### src/rtl/ldtm_pkg.sv
// Shared types and constants for the log-density tone mapper.
`default_nettype none
package ldtm_pkg;
  localparam int COUNT_W = 32;
  localparam int COLOR_W = 32;
  localparam int FRAC_W  = 16;
  localparam int EXP_W   = 5;
  localparam int LOG_W   = EXP_W + FRAC_W;
  localparam int MANT_W  = 30;
  localparam int DVD_W   = COLOR_W + FRAC_W;
  localparam int DVS_W   = 32;
  localparam int ALPHA_W = FRAC_W + 1;

  localparam logic [1:0] OP_START = 2'd0;
  localparam logic [1:0] OP_SCAN  = 2'd1;
  localparam logic [1:0] OP_MAP   = 2'd2;

  localparam logic [7:0] FULL_BYTE = 8'hFF;
  localparam logic [ALPHA_W-1:0] ALPHA_ONE = ALPHA_W'(1) << FRAC_W;

  typedef struct packed {
    logic [COLOR_W-1:0] red;
    logic [COLOR_W-1:0] green;
    logic [COLOR_W-1:0] blue;
    logic [COUNT_W-1:0] count;
    logic [COUNT_W-1:0] peak;
  } job_t;

  typedef struct packed {
    logic             start;
    logic [DVD_W-1:0] dividend;
    logic [DVS_W-1:0] divisor;
  } div_req_t;

  typedef struct packed {
    logic             busy;
    logic             done;
    logic [DVD_W-1:0] quotient;
  } div_rsp_t;
endpackage
`default_nettype wire

### src/rtl/ldtm_front.sv
// Input side: takes items, tracks the peak hit count, queues map jobs.
`default_nettype none
module ldtm_front (
  input  wire                         clk,
  input  wire                         rst,
  input  wire                         s_tvalid,
  output logic                        s_tready,
  input  wire  [127:0]                s_tdata,  // red_sum, green_sum, blue_sum, hit_count
  input  wire  [1:0]                  s_tuser,  // op
  input  wire                         q_full,
  output logic                        push,
  output ldtm_pkg::job_t              push_job
);
  import ldtm_pkg::*;

  logic [COUNT_W-1:0] peak;
  logic               accept;
  logic [COUNT_W-1:0] cnt;

  assign s_tready = !q_full;
  assign accept   = s_tvalid && s_tready;
  assign cnt      = s_tdata[127:96];
  assign push     = accept && (s_tuser == OP_MAP);

  always_comb begin
    push_job.red   = s_tdata[31:0];
    push_job.green = s_tdata[63:32];
    push_job.blue  = s_tdata[95:64];
    push_job.count = cnt;
    push_job.peak  = peak;
  end

  always_ff @(posedge clk) begin
    if (rst) begin
      peak <= COUNT_W'(1);
    end else if (accept) begin
      case (s_tuser)
        OP_START: peak <= COUNT_W'(1);
        OP_SCAN:  if (cnt > peak) peak <= cnt;
        default:  ;
      endcase
    end
  end
endmodule
`default_nettype wire

### src/rtl/ldtm_queue.sv
// Two-entry job queue between the front and back ends.
`default_nettype none
module ldtm_queue (
  input  wire             clk,
  input  wire             rst,
  input  wire             push,
  input  ldtm_pkg::job_t  push_job,
  output logic            full,
  input  wire             pop,
  output logic            valid,
  output ldtm_pkg::job_t  head
);
  import ldtm_pkg::*;

  job_t       mem [2];
  logic       wptr;
  logic       rptr;
  logic [1:0] fill;

  assign full  = (fill == 2'd2);
  assign valid = (fill != 2'd0);
  assign head  = mem[rptr];

  always_ff @(posedge clk) begin
    if (push) mem[wptr] <= push_job;
  end

  always_ff @(posedge clk) begin
    if (rst) begin
      wptr <= 1'b0;
      rptr <= 1'b0;
      fill <= 2'd0;
    end else begin
      if (push) wptr <= !wptr;
      if (pop)  rptr <= !rptr;
      fill <= fill + {1'b0, push} - {1'b0, pop};
    end
  end
endmodule
`default_nettype wire

### src/rtl/ldtm_divider.sv
// Restoring divider, one quotient bit per cycle.
`default_nettype none
module ldtm_divider (
  input  wire                 clk,
  input  wire                 rst,
  input  ldtm_pkg::div_req_t  req,
  output ldtm_pkg::div_rsp_t  rsp
);
  import ldtm_pkg::*;

  localparam int CNT_W = $clog2(DVD_W + 1);

  logic [DVD_W-1:0] dq;
  logic [DVS_W-1:0] rem;
  logic [DVS_W-1:0] dvs;
  logic [CNT_W-1:0] left;
  logic             busy;
  logic             done;
  logic [DVS_W:0]   shifted;
  logic [DVS_W:0]   diff;
  logic             fits;

  assign shifted = {rem, dq[DVD_W-1]};
  assign diff    = shifted - {1'b0, dvs};
  assign fits    = (shifted >= {1'b0, dvs});

  always_comb begin
    rsp.busy     = busy;
    rsp.done     = done;
    rsp.quotient = dq;
  end

  always_ff @(posedge clk) begin
    if (rst) begin
      busy <= 1'b0;
      done <= 1'b0;
      left <= '0;
    end else begin
      done <= 1'b0;
      if (req.start && !busy) begin
        busy <= 1'b1;
        left <= CNT_W'(DVD_W);
        dq   <= req.dividend;
        dvs  <= req.divisor;
        rem  <= '0;
      end else if (busy) begin
        rem  <= fits ? diff[DVS_W-1:0] : shifted[DVS_W-1:0];
        dq   <= {dq[DVD_W-2:0], fits};
        left <= left - CNT_W'(1);
        if (left == CNT_W'(1)) begin
          busy <= 1'b0;
          done <= 1'b1;
        end
      end
    end
  end
endmodule
`default_nettype wire

### src/rtl/ldtm_back.sv
// Back end: log of counts, alpha, channel ratios and byte scaling.
`default_nettype none
module ldtm_back (
  input  wire                 clk,
  input  wire                 rst,
  input  wire                 q_valid,
  input  ldtm_pkg::job_t      q_head,
  output logic                pop,
  output ldtm_pkg::div_req_t  div_req,
  input  ldtm_pkg::div_rsp_t  div_rsp,
  output logic                m_tvalid,
  input  wire                 m_tready,
  output logic [23:0]         m_tdata,  // red_out, green_out, blue_out
  output logic [0:0]          m_tuser   // written
);
  import ldtm_pkg::*;

  typedef enum logic [2:0] {
    S_IDLE, S_NORM, S_SQ, S_DIVA, S_CH, S_DIVC, S_MUL, S_SCALE
  } state_t;

  localparam int PROD_W = 2 * ALPHA_W;

  state_t              state;
  logic                out_hold;
  job_t                job;
  logic                lsel;
  logic [31:0]         v;
  logic [EXP_W-1:0]    e;
  logic [MANT_W:0]     m;
  logic [FRAC_W-1:0]   frac;
  logic [3:0]          step;
  logic [LOG_W-1:0]    lp;
  logic [ALPHA_W-1:0]  alpha;
  logic [1:0]          ch;
  logic [ALPHA_W-1:0]  ratio;
  logic [PROD_W-1:0]   prod;
  logic [7:0]          red_o, green_o, blue_o;
  logic                written;

  logic [2*MANT_W+1:0] sq;
  logic [MANT_W+1:0]   mn;
  logic [FRAC_W-1:0]   frac_next;
  logic [COLOR_W-1:0]  maxc;
  logic [COLOR_W-1:0]  chv;
  logic [PROD_W+7:0]   p255;
  logic [7:0]          byte_v;

  assign sq        = m * m;
  assign mn        = sq[2*MANT_W+1:MANT_W];
  assign frac_next = {frac[FRAC_W-2:0], mn[MANT_W+1]};

  always_comb begin
    maxc = job.red;
    if (job.green > maxc) maxc = job.green;
    if (job.blue > maxc)  maxc = job.blue;
    case (ch)
      2'd0:    chv = job.red;
      2'd1:    chv = job.green;
      default: chv = job.blue;
    endcase
    p255   = {prod, 8'b0} - {8'b0, prod};
    byte_v = (p255[PROD_W+7:32] > (PROD_W-24)'(FULL_BYTE)) ? FULL_BYTE : p255[39:32];
  end

  assign pop      = (state == S_IDLE) && !out_hold && q_valid;
  assign m_tvalid = out_hold;
  assign m_tdata  = {blue_o, green_o, red_o};
  assign m_tuser  = written;

  always_ff @(posedge clk) begin
    if (rst) begin
      state         <= S_IDLE;
      out_hold      <= 1'b0;
      alpha         <= '0;
      div_req.start <= 1'b0;
    end else begin
      div_req.start <= 1'b0;
      if (out_hold && m_tready) out_hold <= 1'b0;
      case (state)
        S_IDLE: if (pop) begin
          job     <= q_head;
          ch      <= 2'd0;
          red_o   <= '0;
          green_o <= '0;
          blue_o  <= '0;
          if (q_head.count == '0) begin
            written  <= 1'b0;
            out_hold <= 1'b1;
          end else begin
            written <= 1'b1;
            if (q_head.peak > COUNT_W'(1)) begin
              v     <= q_head.peak;
              e     <= '1;
              lsel  <= 1'b0;
              state <= S_NORM;
            end else begin
              alpha <= '0;
              state <= S_CH;
            end
          end
        end
        S_NORM: begin
          // shift until the leading one sits at the top
          if (v[31]) begin
            m     <= v[31:1];
            frac  <= '0;
            step  <= '0;
            state <= S_SQ;
          end else begin
            v <= {v[30:0], 1'b0};
            e <= e - EXP_W'(1);
          end
        end
        S_SQ: begin
          frac <= frac_next;
          m    <= mn[MANT_W+1] ? mn[MANT_W+1:1] : mn[MANT_W:0];
          step <= step + 4'd1;
          if (step == 4'(FRAC_W - 1)) begin
            if (!lsel) begin
              lp    <= {e, frac_next};
              v     <= job.count;
              e     <= '1;
              lsel  <= 1'b1;
              state <= S_NORM;
            end else begin
              div_req.start    <= 1'b1;
              div_req.dividend <= DVD_W'({e, frac_next, {FRAC_W{1'b0}}});
              div_req.divisor  <= DVS_W'(lp);
              state            <= S_DIVA;
            end
          end
        end
        S_DIVA: if (div_rsp.done) begin
          alpha <= (div_rsp.quotient > DVD_W'(ALPHA_ONE)) ? ALPHA_ONE
                                                          : div_rsp.quotient[ALPHA_W-1:0];
          state <= S_CH;
        end
        S_CH: begin
          if (maxc == '0) begin
            out_hold <= 1'b1;
            state    <= S_IDLE;
          end else begin
            div_req.start    <= 1'b1;
            div_req.dividend <= {chv, {FRAC_W{1'b0}}};
            div_req.divisor  <= maxc;
            state            <= S_DIVC;
          end
        end
        S_DIVC: if (div_rsp.done) begin
          ratio <= div_rsp.quotient[ALPHA_W-1:0];
          state <= S_MUL;
        end
        S_MUL: begin
          prod  <= alpha * ratio;
          state <= S_SCALE;
        end
        S_SCALE: begin
          case (ch)
            2'd0:    red_o   <= byte_v;
            2'd1:    green_o <= byte_v;
            default: blue_o  <= byte_v;
          endcase
          if (ch == 2'd2) begin
            out_hold <= 1'b1;
            state    <= S_IDLE;
          end else begin
            ch    <= ch + 2'd1;
            state <= S_CH;
          end
        end
        default: state <= S_IDLE;
      endcase
    end
  end

  a_alpha_range: assert property (@(posedge clk) disable iff (rst)
    alpha <= ALPHA_ONE) else $error("alpha above one");
  a_unwritten_zero: assert property (@(posedge clk) disable iff (rst)
    (m_tvalid && !written) |-> (m_tdata == '0)) else $error("unwritten pixel not black");
  a_div_idle: assert property (@(posedge clk) disable iff (rst)
    div_req.start |-> !div_rsp.busy) else $error("divider started while busy");
  a_no_pop_hold: assert property (@(posedge clk) disable iff (rst)
    out_hold |-> !pop) else $error("job taken while result pending");
endmodule
`default_nettype wire

### src/rtl/log_density_tone_map_top.sv
// Top level of the log-density tone mapper.
// Start and scan items take effect at acceptance, one per cycle while the queue has room.
// A map item with a peak above one runs normalize and squaring loops and an alpha divide; then
// three ratio divides run if any channel is nonzero. A zero-count map item goes straight to the
// output register. Results leave from a held output register.
// Synchronous reset sets the peak count to one and empties the job queue.
`default_nettype none
module log_density_tone_map_top (
  input  wire          clk,
  input  wire          rst,
  input  wire          s_tvalid,
  output logic         s_tready,
  input  wire  [127:0] s_tdata,  // red_sum, green_sum, blue_sum, hit_count
  input  wire  [1:0]   s_tuser,  // op
  output logic         m_tvalid,
  input  wire          m_tready,
  output logic [23:0]  m_tdata,  // red_out, green_out, blue_out
  output logic [0:0]   m_tuser   // written
);
  import ldtm_pkg::*;

  logic     push, q_full, q_valid, pop;
  job_t     push_job, q_head;
  div_req_t div_req;
  div_rsp_t div_rsp;

  ldtm_front u_front (
    .clk, .rst, .s_tvalid, .s_tready, .s_tdata, .s_tuser,
    .q_full, .push, .push_job
  );

  ldtm_queue u_queue (
    .clk, .rst, .push, .push_job, .full(q_full), .pop, .valid(q_valid), .head(q_head)
  );

  ldtm_divider u_div (.clk, .rst, .req(div_req), .rsp(div_rsp));

  ldtm_back u_back (
    .clk, .rst, .q_valid, .q_head, .pop, .div_req, .div_rsp,
    .m_tvalid, .m_tready, .m_tdata, .m_tuser
  );
endmodule
`default_nettype wire

### config.mk
export PLATFORM = sky130hd
export DESIGN_NAME = log_density_tone_map_top
export DESIGN_NICKNAME = d
export VERILOG_FILES = /design/src/rtl/ldtm_pkg.sv /design/src/rtl/ldtm_front.sv /design/src/rtl/ldtm_queue.sv /design/src/rtl/ldtm_divider.sv /design/src/rtl/ldtm_back.sv /design/src/rtl/log_density_tone_map_top.sv
export SDC_FILE = /design/constraint.sdc
export NUM_CORES = 2
export LEC_CHECK = 0
export ABC_AREA = 1
export BUFFER_PORTS_ARGS = -buffer_cell sky130_fd_sc_hd__buf_2
export CAP_MARGIN = 20
export CORE_ASPECT_RATIO = 1.1
export CORE_UTILIZATION = 35
export CTS_CLUSTER_DIAMETER = 60
export DETAILED_ROUTE_END_ITERATION = 6
export PLACE_DENSITY = 0.59
export SLEW_MARGIN = 0
export SYNTH_ARGS = -nofsm -noshare
export SYNTH_HDL_FRONTEND = slang
export SYNTH_SLANG_ARGS = --single-unit
### constraint.sdc
create_clock -name clk -period 11.97 [get_ports clk]
set_input_delay 1.197 -clock clk [delete_from_list [all_inputs] [get_ports clk]]
set_output_delay 1.197 -clock clk [all_outputs]
set_load 0.05 [all_outputs]
==> qor.csv <==
stage;metric;value;unit
outcome;status;finished clean;
synthesis;Netlist cell types;63;
setup_path;crit path max fanout;21;
timing;Final Cycle Share;74.17;%
timing;setup violators final;0;
global_route;Global Route Usage Sum;17.67;%
placement;DP Area;79590;um2
timing;setup_tns;0;ns
timing;Final Max Tran Viols;0;
routing;DRT antenna net count;0;
routing;Via Count;51950;
timing;Final WS setup;3.091;ns
timing;Hold Vio Cnt, Final;0;
die;DIE AREA;218200;um2
synthesis;Post-synth ARST share;0;%
setup_path;CP delay by family, top;adder cells;
clock_network;CTS Hold Bufs;0;
timing;post-route minimum period;8.879;ns
setup_path;crit path DAT;9.27;ns
die;die height;489.8;um
final_layout;area of the multi-input gates;42150;um2
timing;slew at the pin closest to its max-slew limit;1.230;ns
final_layout;commonest non-fill, non-tap cell in the layout;nand2_1;
timing;clock skew;0.03805;ns
die;Die Width;445.5;um
clock_network;TritonCTS clock tree;yes;
synthesis;EDFF count, synth;811;
global_route;gr ovfl total;0;
global_route;antenna violations before repair;3;
clock_network;Root Driver;clkbuf_16;
routing;Final Routed Wirelength;187.8;mm
final_layout;register area;25700;um2
clock_network;clock net sink count;878;
clock_network;H-tree depth;3;
synthesis;Yosys warning total;0;
setup_path;Buf+Inv Stages, Crit Path;6;
synthesis;post-synthesis sequential area ratio;33.94;%
die;Core ar.;214500;um2
routing;DRT Pass-1 Iters;5;
die;placement row count;178;
timing;fmax;112.6;MHz
final_layout;most frequent cells in the layout;1830 x nand2_1, 1781 x inv_1, 976 x fa_1;
final_layout;number of diodes;0;
final_layout;fillcell total;21120;
setup_path;crit path kind;reg -> reg;
setup_path;Crit. End Element;flip-flop;
die;Ports;161;
placement;DP Wirelength;143.1;mm
final_layout;fin util;38.48;%
die;Initial Util;35.30;%
placement;port buffer count;160;
timing;slew margin rel.;17.14;%
final_layout;synthesis-to-finish area growth;8.996;%
global_route;vias in the first global route;55760;
job;# Max-Cap Violations;0;
global_route;largest net degree at the start of global routing;151;
setup_path;most used cell, CP;fa_1;
clock_network;PostCTS Resize Cnt;0;
clock_network;Post-CTS Setup Repair Bufs;0;
setup_path;crit start category;flip-flop;
placement;Setup WS pre-CTS;3.245;ns
clock_network;worst skew pair latency;0.70;ns
synthesis;Synth Area per Inst;9.623;um2
global_route;global-route wire length before repair;305.2;mm
final_layout;layout cell share with drive strength beyond 1;5.375;%
routing;Iter 0 DRT Violations;3004;
final_layout;post-route cell area;82530;um2
placement;Final Wtd Congestion;0.9110;
final_layout;layout net count;9551;
setup_path;critical path's slowest cell;edfxtp_1;
routing;DRC Markers;0;
synthesis;syn nets;9511;
synthesis;Mapped Area;75710;um2
routing;WL/cell;17.29;um
setup_path;slowest stage delay, CP;1.17;ns
setup_path;required time of the worst setup path;12.36;ns
clock_network;CTS Buf Count;90;
synthesis;cell count after synthesis;7868;
clock_network;buffer depth of the longest clock path;3;
synthesis;number of synthesized register bits;878;
timing;unrepaired setup endpoints after global routing;false;
worst_hold_path;worst hold path type;reg -> reg;
routing;Vias/cell;4.783;
clock_network;Clock transition at path regs;0.06;ns
synthesis;ys flop type;edfxtp_1;
synth_stat cells (36+ instances only):
master | number | area (um2)
a211oi_1 | 42 | 315.3
nor2_1 | 291 | 1092
a21oi_1 | 317 | 1587
ha_1 | 533 | 6669
o211ai_1 | 38 | 285.3
xor2_1 | 58 | 508.0
nand4_1 | 36 | 225.2
clkbuf_1 | 244 | 915.9
o21ai_0 | 183 | 915.9
inv_1 | 1782 | 6689
fa_1 | 976 | 19540
dfxtp_1 | 67 | 1341
nand2_1 | 1831 | 6873
edfxtp_1 | 811 | 24350
nand3_1 | 189 | 945.9
xnor2_1 | 60 | 525.5
worst reg2reg max path: stages (launching register included):
cell and delay (ns):
edfxtp_1 1.17, buf_4 0.43, nand2_1 0.09, inv_1 0.13
fa_1 0.45, fa_1 0.54, inv_1 0.06, fa_1 0.55
inv_1 0.08, fa_1 0.41, fa_1 0.48, fa_1 0.56
fa_1 0.43, fa_1 0.46, ha_1 0.32, nand2_1 0.11
nor2_1 0.14, nand2_1 0.08, nor4_1 0.41, nand3_1 0.16
nand3_1 0.31, a21oi_1 0.13, or2_1 0.24, nand2_2 0.10
nor2_1 0.05, buf_4 0.23, inv_1 0.33, o221ai_1 0.19
per-layer routing:
layer  wire (um)  track usage (%)  vias up  part of all wire [%]
li1            -                -    24590                     -
met2       94080            31.36     1188                    50
met1       79470            22.45    25860                    42
met4        5978            5.787        6                   3.2
met5          34                0        -                 0.018
met3        8194            1.810      307                   4.4
path summary, 6_finish.rpt:
kind	startpoint	endpoint	slack, ns	cells after the start
worst min-delay path	u_back.div_req[1]	u_div.dvs[1]	0.42	0
worst max register to register	u_back.m[7]	u_back.m[20]	3.09	27
worst max-delay path	u_back.m[7]	u_back.m[20]	3.09	27
worst min register to register	u_back.div_req[1]	u_div.dvs[1]	0.42	0
cell families after synthesis:
kind of cell	count (synthesis)	synth area share (%)
simple gates	2490	13.26
flops	878	33.94
compound gates	770	6.045
fa+ha+maj	1509	34.61
xor+xnor	118	1.365
buf+inv	2081	10.49
mux	22	0.2908
flip-flops by register name, summed over array words and instances, names as in the netlist, 32 cells and up, named ones only:
register        cells
u_front.peak       32
u_div.dvs          32
u_div.dq           48
u_back.prod        34
u_back.div_req     65
u_queue.mem       320
u_div.rem          32
u_back.v           32
u_back.job        128
metrics by stage:
| stage | instances | hold slack [ns] |
|---|---|---|
| after floorplan | 7868 | 0.4003 |
| after global placement | 10690 | 0.4025 |
| after detailed placement | 10690 | 0.4045 |
| after CTS | 10860 | 0.4173 |
| after global routing | 10860 | 0.4317 |
| final | 10860 | 0.4188 |
final cells by class:
cell class,instances,area share [%]
clock inverter,51,0.6171
multi-input combinational,4909,51.08
sequential,878,31.14
clock buffer,115,2.894
inverter,1790,8.145
timing repair buffer,239,1.759
tap,2880,4.366
Power is not shown: default switching activity piles up to over one toggle a cycle in this logic, so the estimate is an artifact.
